### config.mk
export PLATFORM = sky130hd
export DESIGN_NAME = partition_fit_allocator_unit
export DESIGN_NICKNAME = d
export VERILOG_FILES = /design/src/sv/pfa_pkg.sv /design/src/sv/partition_fit_allocator_unit.sv
export SDC_FILE = /design/constraint.sdc
export NUM_CORES = 1
export LEC_CHECK = 0
export ABC_AREA = 1
export BUFFER_PORTS_ARGS = -buffer_cell sky130_fd_sc_hd__buf_4
export CORE_ASPECT_RATIO = 1.25
export CORE_MARGIN = 3
export CORE_UTILIZATION = 50
export DETAILED_ROUTE_END_ITERATION = 16
export PLACE_DENSITY_LB_ADDON = 0.15
export SKIP_CTS_REPAIR_TIMING = 1
export SLEW_MARGIN = 5
export SYNTH_ARGS = -nofsm -noshare
export SYNTH_HDL_FRONTEND = slang
export SYNTH_SLANG_ARGS = --single-unit
### constraint.sdc
create_clock -name i_clk -period 5.8 [get_ports i_clk]
set_input_delay 0.58 -clock i_clk [delete_from_list [all_inputs] [get_ports i_clk]]
set_output_delay 0.58 -clock i_clk [all_outputs]
set_load 0.03 [all_outputs]
### src/sv/pfa_pkg.sv
// Shared types and constants of the partition fit allocator.
package pfa_pkg;

    localparam int PARTS     = 16;
    localparam int SIZE_BITS = 16;
    localparam int IDX_W     = (PARTS > 1) ? $clog2(PARTS) : 1;
    localparam int CNT_W     = $clog2(PARTS + 1);
    localparam int SLOT_W    = 4;
    localparam int FIELD_W   = 16;
    localparam int TOT_W     = 20;
    localparam int CFG_IDX_W = 1;
    localparam int CFG_DAT_W = 5;

    localparam logic [CFG_IDX_W-1:0] REG_FIT_MODE   = 1'b0;
    localparam logic [CFG_IDX_W-1:0] REG_PART_COUNT = 1'b1;

    localparam logic OP_LOAD  = 1'b0;
    localparam logic OP_ALLOC = 1'b1;

    typedef enum logic [1:0] {
        FIT_FIRST = 2'd0,
        FIT_NEXT  = 2'd1,
        FIT_BEST  = 2'd2,
        FIT_WORST = 2'd3
    } t_fit_mode;

    typedef enum logic [1:0] {
        S_IDLE,
        S_SCAN,
        S_FINISH
    } t_state;

endpackage

### src/sv/partition_fit_allocator_unit.sv
// Fixed-partition allocator: first, next, best and worst fit over a partition table.
//
// Input channel (i_valid / o_ready) takes one item: a load (operation 0) writes a
// partition size and marks it free; an allocate (operation 1) looks for a free
// partition at least as large as the job. Output channel (o_valid / i_ready) returns
// one result per item: grant flag, slot, slot waste and saturating running totals.
// Configuration: i_cfg_we with i_cfg_idx (0 fit mode, 1 partition count) and
// i_cfg_data, to be written by the user only while the block is idle; the block does not enforce it.
// A load writes the table on accept and passes through the finish step to the output
// register. An allocate scans the partitions from the start index: one subtract/compare
// unit visits one partition per cycle, up to the partition count clamped to 16, then
// passes through the finish step. First and next fit stop at the first hit.
// One item is in work at a time; o_ready is high only while the sequencer is idle.
// A finished result sits in the output register until taken; while it waits the
// next item can be accepted and scanned, and its result holds in the finish step
// until the output register frees.
// Synchronous reset clears all partitions to free, the totals, the next-fit start,
// fit mode and partition count. Partition sizes are not cleared.
module partition_fit_allocator_unit
    import pfa_pkg::*;
(
    input  logic                 i_clk,
    input  logic                 i_rst_n,
    input  logic                 i_cfg_we,
    input  logic [CFG_IDX_W-1:0] i_cfg_idx,
    input  logic [CFG_DAT_W-1:0] i_cfg_data,
    input  logic                 i_valid,
    output logic                 o_ready,
    input  logic                 i_operation,
    input  logic [SLOT_W-1:0]    i_slot_index,
    input  logic [FIELD_W-1:0]   i_size_value,
    output logic                 o_valid,
    input  logic                 i_ready,
    output logic                 o_granted,
    output logic [SLOT_W-1:0]    o_granted_slot,
    output logic [FIELD_W-1:0]   o_slot_waste,
    output logic [TOT_W-1:0]     o_used_sum,
    output logic [TOT_W-1:0]     o_waste_sum
);

    // control state
    t_state                r_state, n_state;
    t_fit_mode             r_fit_mode;
    logic [CFG_DAT_W-1:0]  r_part_count;
    logic [PARTS-1:0]      r_busy, n_busy;
    logic [IDX_W-1:0]      r_scan_start, n_scan_start;
    logic [TOT_W-1:0]      r_used_total, n_used_total;
    logic [TOT_W-1:0]      r_waste_total, n_waste_total;
    logic                  r_out_valid, n_out_valid;
    logic                  r_found, n_found;

    // payload
    logic [SIZE_BITS-1:0]  r_part_size [PARTS];
    logic [SIZE_BITS-1:0]  r_job, n_job;
    logic [IDX_W-1:0]      r_idx, n_idx;
    logic [CNT_W-1:0]      r_step, n_step;
    logic [CNT_W-1:0]      r_count, n_count;
    logic [IDX_W-1:0]      r_pick, n_pick;
    logic [SIZE_BITS-1:0]  r_best, n_best;
    logic                  r_out_granted, n_out_granted;
    logic [SLOT_W-1:0]     r_out_slot, n_out_slot;
    logic [FIELD_W-1:0]    r_out_waste, n_out_waste;
    logic [TOT_W-1:0]      r_out_used, n_out_used;
    logic [TOT_W-1:0]      r_out_wsum, n_out_wsum;

    logic                  accept;
    logic                  load_wr;
    logic [CNT_W-1:0]      cnt_clamp;
    logic [CNT_W-1:0]      idx_inc;
    logic [SIZE_BITS:0]    diff;
    logic [SIZE_BITS-1:0]  left;
    logic                  fit;
    logic                  better;
    logic                  out_free;
    logic [TOT_W:0]        used_add;
    logic [TOT_W:0]        waste_add;

    assign o_ready  = (r_state == S_IDLE);
    assign accept   = i_valid && o_ready;
    assign load_wr  = accept && (i_operation == OP_LOAD) && (int'(i_slot_index) < PARTS);
    assign out_free = !r_out_valid || i_ready;

    assign cnt_clamp = (int'(r_part_count) > PARTS) ? CNT_W'(PARTS) : CNT_W'(r_part_count);
    assign idx_inc   = CNT_W'(r_idx) + CNT_W'(1);

    // shared unit: one subtract gives fit and leftover, one compare ranks it
    assign diff   = {1'b0, r_part_size[r_idx]} - {1'b0, r_job};
    assign left   = diff[SIZE_BITS-1:0];
    assign fit    = !r_busy[r_idx] && !diff[SIZE_BITS];
    assign better = !r_found
                 || ((r_fit_mode == FIT_BEST)  && (left < r_best))
                 || ((r_fit_mode == FIT_WORST) && (left > r_best));

    assign used_add  = {1'b0, r_used_total}  + (TOT_W+1)'(r_job);
    assign waste_add = {1'b0, r_waste_total} + (TOT_W+1)'(r_best);

    always_comb begin
        n_state       = r_state;
        n_busy        = r_busy;
        n_scan_start  = r_scan_start;
        n_used_total  = r_used_total;
        n_waste_total = r_waste_total;
        n_out_valid   = r_out_valid && !i_ready;
        n_found       = r_found;
        n_job         = r_job;
        n_idx         = r_idx;
        n_step        = r_step;
        n_count       = r_count;
        n_pick        = r_pick;
        n_best        = r_best;
        n_out_granted = r_out_granted;
        n_out_slot    = r_out_slot;
        n_out_waste   = r_out_waste;
        n_out_used    = r_out_used;
        n_out_wsum    = r_out_wsum;

        unique case (r_state)
            S_IDLE: begin
                if (accept) begin
                    n_job   = SIZE_BITS'(i_size_value);
                    n_found = 1'b0;
                    n_step  = '0;
                    n_count = cnt_clamp;
                    n_pick  = '0;
                    n_best  = '0;
                    if (r_fit_mode == FIT_NEXT && CNT_W'(r_scan_start) < cnt_clamp) begin
                        n_idx = r_scan_start;
                    end else begin
                        n_idx = '0;
                    end
                    if (i_operation == OP_LOAD) begin
                        if (load_wr) begin
                            n_busy[IDX_W'(i_slot_index)] = 1'b0;
                        end
                        n_state = S_FINISH;
                    end else if (cnt_clamp == '0) begin
                        n_state = S_FINISH;
                    end else begin
                        n_state = S_SCAN;
                    end
                end
            end
            S_SCAN: begin
                if (fit && better) begin
                    n_found = 1'b1;
                    n_pick  = r_idx;
                    n_best  = left;
                end
                n_idx  = (idx_inc == r_count) ? '0 : idx_inc[IDX_W-1:0];
                n_step = r_step + CNT_W'(1);
                if ((fit && (r_fit_mode == FIT_FIRST || r_fit_mode == FIT_NEXT))
                        || (r_step == r_count - CNT_W'(1))) begin
                    n_state = S_FINISH;
                end
            end
            S_FINISH: begin
                if (out_free) begin
                    if (r_found) begin
                        n_busy[r_pick] = 1'b1;
                        n_used_total  = used_add[TOT_W]  ? '1 : used_add[TOT_W-1:0];
                        n_waste_total = waste_add[TOT_W] ? '1 : waste_add[TOT_W-1:0];
                        if (r_fit_mode == FIT_NEXT) begin
                            n_scan_start = (r_pick == IDX_W'(PARTS - 1)) ? '0
                                         : r_pick + IDX_W'(1);
                        end
                    end
                    n_out_valid   = 1'b1;
                    n_out_granted = r_found;
                    n_out_slot    = r_found ? SLOT_W'(r_pick) : '0;
                    n_out_waste   = r_found ? FIELD_W'(r_best) : '0;
                    n_out_used    = n_used_total;
                    n_out_wsum    = n_waste_total;
                    n_state       = S_IDLE;
                end
            end
            default: n_state = S_IDLE;
        endcase
    end

    always_ff @(posedge i_clk) begin
        if (!i_rst_n) begin
            r_state       <= S_IDLE;
            r_fit_mode    <= FIT_FIRST;
            r_part_count  <= '0;
            r_busy        <= '0;
            r_scan_start  <= '0;
            r_used_total  <= '0;
            r_waste_total <= '0;
            r_out_valid   <= 1'b0;
            r_found       <= 1'b0;
        end else begin
            r_state       <= n_state;
            r_busy        <= n_busy;
            r_scan_start  <= n_scan_start;
            r_used_total  <= n_used_total;
            r_waste_total <= n_waste_total;
            r_out_valid   <= n_out_valid;
            r_found       <= n_found;
            if (i_cfg_we) begin
                unique case (i_cfg_idx)
                    REG_FIT_MODE:   r_fit_mode   <= t_fit_mode'(i_cfg_data[1:0]);
                    REG_PART_COUNT: r_part_count <= i_cfg_data;
                    default: ;
                endcase
            end
        end
    end

    always_ff @(posedge i_clk) begin
        r_job         <= n_job;
        r_idx         <= n_idx;
        r_step        <= n_step;
        r_count       <= n_count;
        r_pick        <= n_pick;
        r_best        <= n_best;
        r_out_granted <= n_out_granted;
        r_out_slot    <= n_out_slot;
        r_out_waste   <= n_out_waste;
        r_out_used    <= n_out_used;
        r_out_wsum    <= n_out_wsum;
        if (load_wr) begin
            r_part_size[IDX_W'(i_slot_index)] <= SIZE_BITS'(i_size_value);
        end
    end

    assign o_valid        = r_out_valid;
    assign o_granted      = r_out_granted;
    assign o_granted_slot = r_out_slot;
    assign o_slot_waste   = r_out_waste;
    assign o_used_sum     = r_out_used;
    assign o_waste_sum    = r_out_wsum;

    // a grant marks its partition busy
    a_grant_busy: assert property (@(posedge i_clk) disable iff (!i_rst_n)
        (r_state == S_FINISH && out_free && r_found) |=> r_busy[$past(r_pick)])
        else $error("granted partition not marked busy");

    // scan never runs past the partition count
    a_scan_bound: assert property (@(posedge i_clk) disable iff (!i_rst_n)
        (r_state == S_SCAN) |-> (r_step < r_count && r_count != '0))
        else $error("scan step out of range");

    // totals never decrease
    a_totals_mono: assert property (@(posedge i_clk) disable iff (!i_rst_n)
        $past(i_rst_n) |-> (r_used_total >= $past(r_used_total)
                         && r_waste_total >= $past(r_waste_total)))
        else $error("running total decreased");

    // a refused or load result carries no slot and no waste
    a_refused_zero: assert property (@(posedge i_clk) disable iff (!i_rst_n)
        (o_valid && !o_granted) |-> (o_granted_slot == '0 && o_slot_waste == '0))
        else $error("refused result with nonzero slot or waste");

endmodule
==> impl_metrics.csv, run 1 <==
group,metric,value,unit
die,die_area,46650,um^2
finish,final_cell_count_no_fill,2941,
timing,rsz_0062_raised_after_global_routing,"false",
clock_tree,cts.reportedPaths.clkPinSlew,0.06,ns
synth,yosysTopAreaCellShare,50.00,%
global_route,grt_pass1_wl,85.27,mm
route,wl,54.98,mm
timing,max_slew.worst_pin.slew,1.125,ns
placed_design,pre_cts_worst_setup_slack,0.6030,ns
timing,timing.final.crit_share,84.78,%
clock_tree,buffer_type_at_the_clock_tree_root,"sky130_fd_sc_hd__clkbuf_16",
timing,fin_worst_skew,0.01564,ns
placed_design,dpl_cell_area,23400,um^2
synth,synth.ff_latch_count,442,
timing,slew_violations,0,
placed_design,hpwl,37.57,mm
clock_tree,cts_made_buffers,44,
route,viasPerCell,5.377,
synth,synth_area_per_cell,9.787,um^2
global_route,number_of_antenna_violations_at_the_first_check_in_global_routing,0,
global_route,total_gr_overflow,0,
synth,number_of_distinct_standard_cells_referenced_by_the_synthesized_netlist,46,
clock_tree,numClockSinks,442,
placed_design,dp.cells,2861,
timing,slew-limit-headroom,24.74,%
synth,yosys_most_used_dff,"sky130_fd_sc_hd__edfxtp_1",
setup_path,timing_worst_setup_path_type,"reg -> reg",
placed_design,gp_routability_congestion,0.9080,
route,drt-wirelength-per-cell,18.69,um
die,floorplan.initialDensity,50.92,%
synth,synth_fp_nets,2361,
timing,timing.fmax,0.2034,GHz
job,max-cap-violations,0,
synth,post-synth-top-area-cell,"sky130_fd_sc_hd__edfxtp_1",
route,number_of_optimization_iterations_in_the_first_detailed_route_pass,8,
synth,synth-seq-area-share,56.81,%
synth,synth.cells.most_frequent,"sky130_fd_sc_hd__nand2_1, sky130_fd_sc_hd__edfxtp_1, sky130_fd_sc_hd__inv_1",
clock_tree,cts_tree,"built",
setup_path,startpoint_type,"flop",
clock_tree,worstSkewPairLatency,0.58,ns
setup_path,critPathRequiredTime,6.01,ns
synth,synthMostInstantiatedCell,"sky130_fd_sc_hd__nand2_1",
finish,post-route-cell-area,24820,um^2
synth,number_of_enable_type_register_cells_in_the_synthesized_netlist,367,
synth,post_synth_inst_count,2252,
die,std_cell_rows,85,
global_route,global_route.usage.total,23.44,%
timing,setup_viol,0,
finish,syn2layout_area_growth,12.58,%
outcome,outcome,"finished clean",
synth,async_reset_ff_share,0,%
synth,mappedNetlistArea,22040,um^2
timing,final-hold-violation-count,0,
setup_path,cp.arrival,5.13,ns
worst_hold_path,timing.hold.worst.class,"in -> reg",
placed_design,place.port_buffers,94,
power,vdd.ir_drop.worst,0.3142,mV
timing,finalWorstSetupSlack,0.8826,ns
power,power_density,502.5,nW/um^2
global_route,grt_pass1_vias,15330,
finish,nNetsFinal,2451,
timing,timing.hold.ws,0.2758,ns
route,detailedRoute.firstIterationViolations,1034,
die,die_h,240.7,um
setup_path,critical_path_peak_fanout,44,
die,fp.dieW,193.8,um
setup_path,critical_path.endpoint_type,"flop",
clock_tree,cts_htree_levels,2,
route,postRouteAntennaNets,0,
finish,antenna-diode-count,0,
global_route,grt_max_degree,75,
synth,ys.warnings.count,0,
power,total_leakage_power,10.31,nW
worst_hold_path,min-delay-start,"i_cfg_data[1]",
timing,timing.final.crit_period,4.917,ns
clock_tree,max-clock-path-buffers,3,
die,io-pin-count,95,
route,routed-via-count,15810,
die,design.core.area,43290,um^2
finish,final_layout_size_suffix_gt1_share,13.17,%
timing,setup_total_negative_slack,0,ns
route,drt_drc_violations_left,0,
finish,fillCellCount,3753,
synth,ys_top_cells_by_area,"sky130_fd_sc_hd__edfxtp_1, sky130_fd_sc_hd__nand2_1, sky130_fd_sc_hd__dfxtp_1, sky130_fd_sc_hd__inv_1, sky130_fd_sc_hd__ha_1",
-- per-layer routing --
layer | track usage, % | wire length (um)
met2 | 41.17 | 27050
met4 | 9.976 | 2116
met5 | 0 | 0
met1 | 29.10 | 22910
met3 | 3.616 | 2904
-- registers in the layout, summed over array words and instances, names as in the netlist, 4 cells and up, named ones only --
signal / cells
r_part_size: 256
o_used_sum: 20
o_waste_sum: 20
r_used_total: 20
r_waste_total: 20
o_slot_waste: 16
r_best: 16
r_busy: 16
r_job: 16
r_count: 5
r_part_count: 5
r_step: 5
o_granted_slot: 4
r_idx: 4
r_pick: 4
r_scan_start: 4
-- cell type report --
class                      instances  area (um^2)  area share, %
sequential                       442        12530          50.49
multi-input combinational       1368         7833          31.56
inverter                         360         1351          5.445
clock buffer                      53         1135          4.573
timing repair buffer             126        983.4          3.963
tap                              565        706.9          2.849
clock inverter                    27        277.8          1.119
-- logic make-up (layout without fill, tap and decap cells) --
group	Yosys count	in the layout	share of synthesized area, %
and+or+nand+nor	737	737	14.25
AOI/OAI and AO/OA	452	452	12.17
DFF	442	442	56.81
buffers and inverters	442	566	7.879
adders and majority gates	77	77	4.473
muxes	64	64	2.906
xor gates and xnor gates	38	38	1.510
-- critical path: stages, from the launching register on --
cell	delay, ns
sky130_fd_sc_hd__dfxtp_4	0.71
sky130_fd_sc_hd__buf_4	0.47
sky130_fd_sc_hd__mux2i_1	0.24
sky130_fd_sc_hd__o21ai_1	0.07
sky130_fd_sc_hd__o211ai_1	0.16
sky130_fd_sc_hd__nand2_1	0.08
sky130_fd_sc_hd__ha_1	0.37
sky130_fd_sc_hd__nand2_1	0.09
sky130_fd_sc_hd__nor3_1	0.28
sky130_fd_sc_hd__nor2_1	0.13
sky130_fd_sc_hd__o21ai_1	0.21
sky130_fd_sc_hd__nand3_1	0.12
sky130_fd_sc_hd__nand2_1	0.08
sky130_fd_sc_hd__nand2_1	0.04
sky130_fd_sc_hd__nand2_1	0.08
sky130_fd_sc_hd__inv_1	0.05
sky130_fd_sc_hd__ha_1	0.28
sky130_fd_sc_hd__a21oi_1	0.13
sky130_fd_sc_hd__o21ai_0	0.10
sky130_fd_sc_hd__a21oi_1	0.17
sky130_fd_sc_hd__nand3_1	0.09
sky130_fd_sc_hd__nand3_1	0.08
sky130_fd_sc_hd__nand2_1	0.09
sky130_fd_sc_hd__nand2_2	0.38
-- cell usage in the layout (no fill, tap or decap), types with 72 or more instances in the layout --
| cell | netlist | routed |
|---|---|---|
| sky130_fd_sc_hd__a21oi_1 | 151 | 151 |
| sky130_fd_sc_hd__inv_1 | 345 | 345 |
| sky130_fd_sc_hd__dfxtp_1 | 75 | 72 |
| sky130_fd_sc_hd__nand2_1 | 404 | 403 |
| sky130_fd_sc_hd__nand3_1 | 110 | 110 |
| sky130_fd_sc_hd__edfxtp_1 | 367 | 367 |
| sky130_fd_sc_hd__nor2_1 | 153 | 136 |
| sky130_fd_sc_hd__o21ai_0 | 145 | 145 |
| sky130_fd_sc_hd__ha_1 | 74 | 74 |
| sky130_fd_sc_hd__buf_4 | 5 | 123 |
-- worst paths after layout --
path	end	slack, ns	cells after the start
max	r_best[9]	0.88	23
min	r_part_count[1]	0.28	3
min reg2reg	r_part_count[3]	0.50	2
max reg2reg	r_best[9]	0.88	23
-- power breakdown --
| group | leakage (nW) | total (mW) | switching, mW | internal, mW |
|---|---|---|---|---|
| clock | 0.694 | 2.83 | 1.21 | 1.62 |
| sequential | 3.99 | 4.27 | 0.381 | 3.89 |
| combinational | 5.63 | 5.37 | 3.47 | 1.89 |
-- stage by stage --
stage	power [mW]	util, %
after floorplan	8.188	-
after global placement	9.614	54.06
after detailed placement	9.702	54.06
after CTS	12.56	57.32
after global routing	13.40	57.33
final	12.47	57.33
No activity file was read; power rests on OpenSTA's default activity.
==> inputs of run 2 (changes only) <==
==> constraint.sdc (replaced) <==
create_clock -name i_clk -period 4.2 [get_ports i_clk]
set_input_delay 0.42 -clock i_clk [delete_from_list [all_inputs] [get_ports i_clk]]
set_output_delay 0.42 -clock i_clk [all_outputs]
set_load 0.03 [all_outputs]
==> impl_metrics.csv, run 2 (synthesis results as in run 1) <==
group,metric,value,unit
outcome,outcome,"finished, violations left",
outcome,violations,"negative setup slack",
timing,setup_total_negative_slack,-0.6906,ns
placed_design,hpwl,39.48,mm
die,design.core.area,43290,um^2
route,routed-via-count,16270,
global_route,grt_max_degree,60,
route,wl,57.95,mm
global_route,number_of_antenna_violations_at_the_first_check_in_global_routing,0,
clock_tree,buffer_type_at_the_clock_tree_root,"sky130_fd_sc_hd__clkbuf_16",
setup_path,cp_top_family,"simple AND/OR/NAND/NOR gates",
clock_tree,cts_made_buffers,46,
clock_tree,worstSkewPairLatency,0.59,ns
worst_hold_path,min_delay_path_depth,3,
route,viasPerCell,5.379,
setup_path,critical-path-top-cell-by-count,"sky130_fd_sc_hd__nand2_1",
setup_path,critical_path.n_buffers_inverters,6,
placed_design,gp_routability_congestion,0.8948,
global_route,global_route.usage.total,24.19,%
setup_path,startpoint_type,"flop",
route,postRouteAntennaNets,0,
setup_path,timing.critical_path.slowest_cell_delay,0.37,ns
die,die_h,240.7,um
finish,syn2layout_area_growth,18.04,%
timing,timing.final.crit_share,101.3,%
route,detailedRoute.firstIterationViolations,1008,
setup_path,r2r_slack,-0.06,ns
finish,layout_commonest_cell,"sky130_fd_sc_hd__nand2_1",
setup_path,timing_worst_setup_path_type,"reg -> reg",
timing,fin_worst_skew,0.01166,ns
timing,slew_violations,0,
placed_design,place.port_buffers,94,
job,max-cap-violations,0,
finish,nNetsFinal,2535,
global_route,grt_pass1_wl,88.14,mm
die,floorplan.initialDensity,50.92,%
power,total_leakage_power,10.82,nW
route,drt_drc_violations_left,0,
timing,max_slew.worst_pin.slew,1.039,ns
finish,post-route-util,60.11,%
finish,largest_register,"r_part_size",
clock_tree,cts.reportedPaths.clkPinSlew,0.06,ns
power,power_density,732.1,nW/um^2
global_route,total_gr_overflow,0,
timing,timing.fmax,0.2350,GHz
timing,final-hold-violation-count,0,
setup_path,cp.arrival,4.54,ns
clock_tree,numClockSinks,442,
clock_tree,max-clock-path-buffers,3,
timing,finalWorstSetupSlack,-0.05526,ns
finish,post-route-cell-area,26020,um^2
die,fp.dieW,193.8,um
setup_path,reg2regPathDepth,30,
clock_tree,cts_tree,"built",
clock_tree,cts_htree_levels,2,
timing,timing.hold.ws,0.1252,ns
route,number_of_optimization_iterations_in_the_first_detailed_route_pass,6,
worst_hold_path,timing.hold.worst.class,"in -> reg",
die,io-pin-count,95,
die,std_cell_rows,85,
finish,layout.cells.most_common_list,"sky130_fd_sc_hd__nand2_1, sky130_fd_sc_hd__edfxtp_1, sky130_fd_sc_hd__inv_1, sky130_fd_sc_hd__buf_4, sky130_fd_sc_hd__a21oi_1",
route,drt-wirelength-per-cell,19.16,um
placed_design,dpl_cell_area,23910,um^2
finish,largest_register_ff_count,256,
setup_path,critical_path_peak_fanout,6,
setup_path,critPathRequiredTime,4.48,ns
power,vdd.ir_drop.worst,0.4358,mV
die,die_area,46650,um^2
setup_path,cpMaxStageDelayCell,"sky130_fd_sc_hd__dfxtp_4",
timing,timing.final.crit_period,4.255,ns
timing,rsz_0062_raised_after_global_routing,"true",
finish,final_layout_size_suffix_gt1_share,17.93,%
setup_path,cp_num_cells,30,
setup_path,critical_path.endpoint_type,"flop",
timing,slew-limit-headroom,30.50,%
timing,setup_viol,20,
global_route,grt_pass1_vias,15850,
finish,antenna-diode-count,0,
## run 2: cell types whose count changed in the layout (fill, tap and decap cells not counted), sizes merged
cell      previous run  this run
clkbuf              53        57
buf                126       204
clkinvlp             2         3
nand2              419       422
clkinv              19        16
## run 2: routing by layer
metal	wire length [um]	track usage (%)
met1	24020	30.22
met2	28930	42.93
met3	2871	3.114
met4	2127	9.932
met5	0	0
## run 2: worst reg2reg max path, delay by kind of cell (launching register included)
family | cells | cell delay (ns)
AND/OR/NAND/NOR | 16 | 1.49
buffers and inverters | 6 | 0.59
AO/OA/AOI/OAI | 4 | 0.46
flip-flops | 1 | 0.37
adder cells (fa/ha/maj) | 3 | 0.82
multiplexers | 1 | 0.21
## run 2: through the flow
stage               power [mW]  setup slack [ns]  std cells
CTS                      18.04           -0.1743       3000
global placement         13.87          -0.02812       2919
finish                   19.05          -0.05526       3024
floorplan                11.31           0.09234       2252
detailed placement       14.00           -0.1323       2919
global route             20.35           -0.2887       3024
## run 2: cell type report
type,instances,area (um^2)
clock buffer,56,1199
clock inverter,25,274.0
fill,3635,17270
inverter,360,1351
multi-input combinational,1371,8209
sequential,442,12530
tap,565,706.9
timing repair buffer,205,1747
## run 2: final timing paths
kind / endpoint / startpoint
worst max-delay path: r_best[3] / flop
worst min-delay path: r_part_count[3] / i_cfg_data[3]
worst max register to register: r_best[3] / flop
worst min register to register: r_part_count[2] / r_part_count[2]
## run 2: power breakdown
group / switching [mW] / leakage (nW) / internal [mW] / total (mW)
logic: 5.44 / 6.12 / 3.74 / 9.18
registers: 0.479 / 3.99 / 5.37 / 5.85
clock network: 1.68 / 0.706 / 2.34 / 4.02
total: 7.60 / 10.8 / 11.4 / 19.0
==> inputs of run 3 (changes only) <==
--- a/config.mk
+++ b/config.mk
@@ -11,7 +11,8 @@
 export CORE_MARGIN = 3
 export CORE_UTILIZATION = 50
 export DETAILED_ROUTE_END_ITERATION = 16
-export PLACE_DENSITY_LB_ADDON = 0.15
+export PLACE_DENSITY = 0.77
+export REMOVE_ABC_BUFFERS = 1
 export SKIP_CTS_REPAIR_TIMING = 1
 export SLEW_MARGIN = 5
 export SYNTH_ARGS = -nofsm -noshare
==> impl_metrics.csv, run 3 (synthesis results as in run 1) <==
group,metric,value,unit
outcome,outcome,"finished, violations left",
outcome,violations,"negative setup slack",
finish,layout_commonest_cell,"sky130_fd_sc_hd__nand2_1",
placed_design,dpl_cell_area,23800,um^2
timing,max_slew.worst_pin.slew,1.258,ns
finish,register_area,12530,um^2
global_route,grt_pass1_vias,16460,
worst_hold_path,timing.hold.worst.class,"in -> reg",
route,met3_wl,3.837,mm
timing,timing.final.crit_share,103.2,%
finish,largest_register,"r_part_size",
timing,setup_total_negative_slack,-2.426,ns
die,std_cell_rows,85,
timing,setup_viol,21,
setup_path,cp_cell_sequence,"buf_12, clkbuf_16, a21oi_1, o21ai_0, o211ai_1, o211ai_1, nand2_2, ha_4, a21oi_1, o21ai_2, o211ai_1, nand3_1, nand2_2, inv_1, ha_1, a21oi_1, o21ai_0, a21oi_1, nand2_1, nand2_1, nand3_2, nand2_2, nand2_4, clkbuf_16",
finish,syn2layout_area_growth,17.00,%
finish,final_layout_size_suffix_gt1_share,16.82,%
finish,fillCellCount,3368,
setup_path,cpMaxStageDelayCell,"sky130_fd_sc_hd__dfxtp_4",
job,max-cap-violations,0,
setup_path,timing.critical_path.slowest_cell_delay,0.36,ns
clock_tree,cts_htree_levels,2,
finish,multiInputGateArea,8077,um^2
route,wl,55.45,mm
setup_path,cp.arrival,4.64,ns
setup_path,timing_worst_setup_path_type,"reg -> reg",
global_route,grt_max_degree,71,
placed_design,dp.cells,2906,
route,dr_wl_met2,27.94,mm
die,die_area,46650,um^2
finish,post-route-cell-area,25790,um^2
global_route,grt_pass1_wl,85.02,mm
global_route,number_of_antenna_violations_at_the_first_check_in_global_routing,0,
die,fp.dieW,193.8,um
power,vdd.ir_drop.worst,0.4873,mV
setup_path,critPathRequiredTime,4.51,ns
timing,slew_violations,0,
route,maxUsedRoutingLayer,"met4",
placed_design,gp_routability_congestion,0.9720,
finish,layout.cells.most_common_list,"sky130_fd_sc_hd__nand2_1, sky130_fd_sc_hd__edfxtp_1, sky130_fd_sc_hd__inv_1, sky130_fd_sc_hd__buf_4, sky130_fd_sc_hd__a21oi_1",
timing,final-hold-violation-count,0,
placed_design,hpwl,36.65,mm
finish,largest_register_ff_count,256,
setup_path,critical_path_peak_fanout,9,
placed_design,place.port_buffers,94,
global_route,total_gr_overflow,0,
route,drt-wirelength-per-cell,18.51,um
setup_path,critical-path-top-cell-by-count,"sky130_fd_sc_hd__a21oi_1",
route,met1Wirelength,20.92,mm
power,power_density,734.8,nW/um^2
route,routed-via-count,16720,
die,design.core.area,43290,um^2
finish,antenna-diode-count,0,
die,io-pin-count,95,
clock_tree,buffer_type_at_the_clock_tree_root,"sky130_fd_sc_hd__clkbuf_16",
clock_tree,worstSkewPairLatency,0.56,ns
route,viasPerCell,5.580,
timing,timing.fmax,0.2308,GHz
setup_path,startpoint_type,"flop",
route,detailedRoute.firstIterationViolations,1325,
route,number_of_optimization_iterations_in_the_first_detailed_route_pass,5,
die,floorplan.initialDensity,50.92,%
setup_path,critical_path.endpoint_type,"flop",
timing,timing.final.crit_period,4.333,ns
clock_tree,cts.reportedPaths.clkPinSlew,0.06,ns
timing,finalWorstSetupSlack,-0.1326,ns
clock_tree,max-clock-path-buffers,3,
timing,fin_worst_skew,0.02215,ns
timing,rsz_0062_raised_after_global_routing,"true",
clock_tree,cts_tree,"built",
route,postRouteAntennaNets,0,
die,die_h,240.7,um
global_route,global_route.usage.total,22.75,%
clock_tree,cts_made_buffers,42,
finish,final_cell_count_no_fill,2996,
power,total_leakage_power,10.71,nW
timing,slew-limit-headroom,16.04,%
clock_tree,numClockSinks,442,
route,drt_drc_violations_left,0,
finish,nNetsFinal,2508,
-- run 3: per-stage QoR --
| step | power, mW | setup slack [ns] | hold WS [ns] | util (%) |
|---|---|---|---|---|
| after floorplan | 11.27 | -3.842 | 0.4498 | - |
| after global placement | 13.65 | -0.05883 | 0.4767 | 54.97 |
| after detailed placement | 13.96 | -0.1408 | 0.4900 | 54.97 |
| after CTS | 17.91 | -0.2193 | 0.1444 | 58.26 |
| after global routing | 20.15 | -0.3330 | 0.1702 | 59.58 |
| final | 18.95 | -0.1326 | 0.1663 | 59.58 |
-- run 3: worst paths after layout --
| kind | slack [ns] | end | cells after the start | from |
|---|---|---|---|---|
| max | -0.13 | r_best[11] | 24 | flop |
| min | 0.17 | r_part_count[2] | 3 | i_cfg_data[2] |
| max reg2reg | -0.13 | r_best[11] | 24 | flop |
| min reg2reg | 0.49 | r_part_count[2] | 2 | r_part_count[2] |
-- run 3: area by class of cell --
class                      instances  area share (%)
timing repair buffer             185           6.584
clock inverter                    24           1.140
sequential                       442           48.59
multi-input combinational       1368           31.32
clock buffer                      52           4.381
tap                              565           2.741
inverter                         360           5.240
-- run 3: power by group --
group | leakage, nW | internal [mW] | switching [mW]
Sequential | 3.99 | 5.37 | 0.442
Combinational | 6.03 | 3.75 | 5.47
Clock | 0.677 | 2.29 | 1.62
-- run 3: worst max-delay path: cells and delay by family, from the launching register on --
family / cells / cell delay (ns)
buffers and inverters: 4 / 0.54
AOI/OAI and AO/OA: 10 / 1.73
and+or+nand+nor: 8 / 0.91
adders and majority gates: 2 / 0.53
DFF: 1 / 0.36
-- run 3: layer usage --
metal / GRT usage (%) / vias to the layer above
li1: - / 7920
met1: 26.59 / 7867
met2: 41.63 / 741
met3: 2.974 / 191
met4: 11.05 / 0
met5: 0 / -
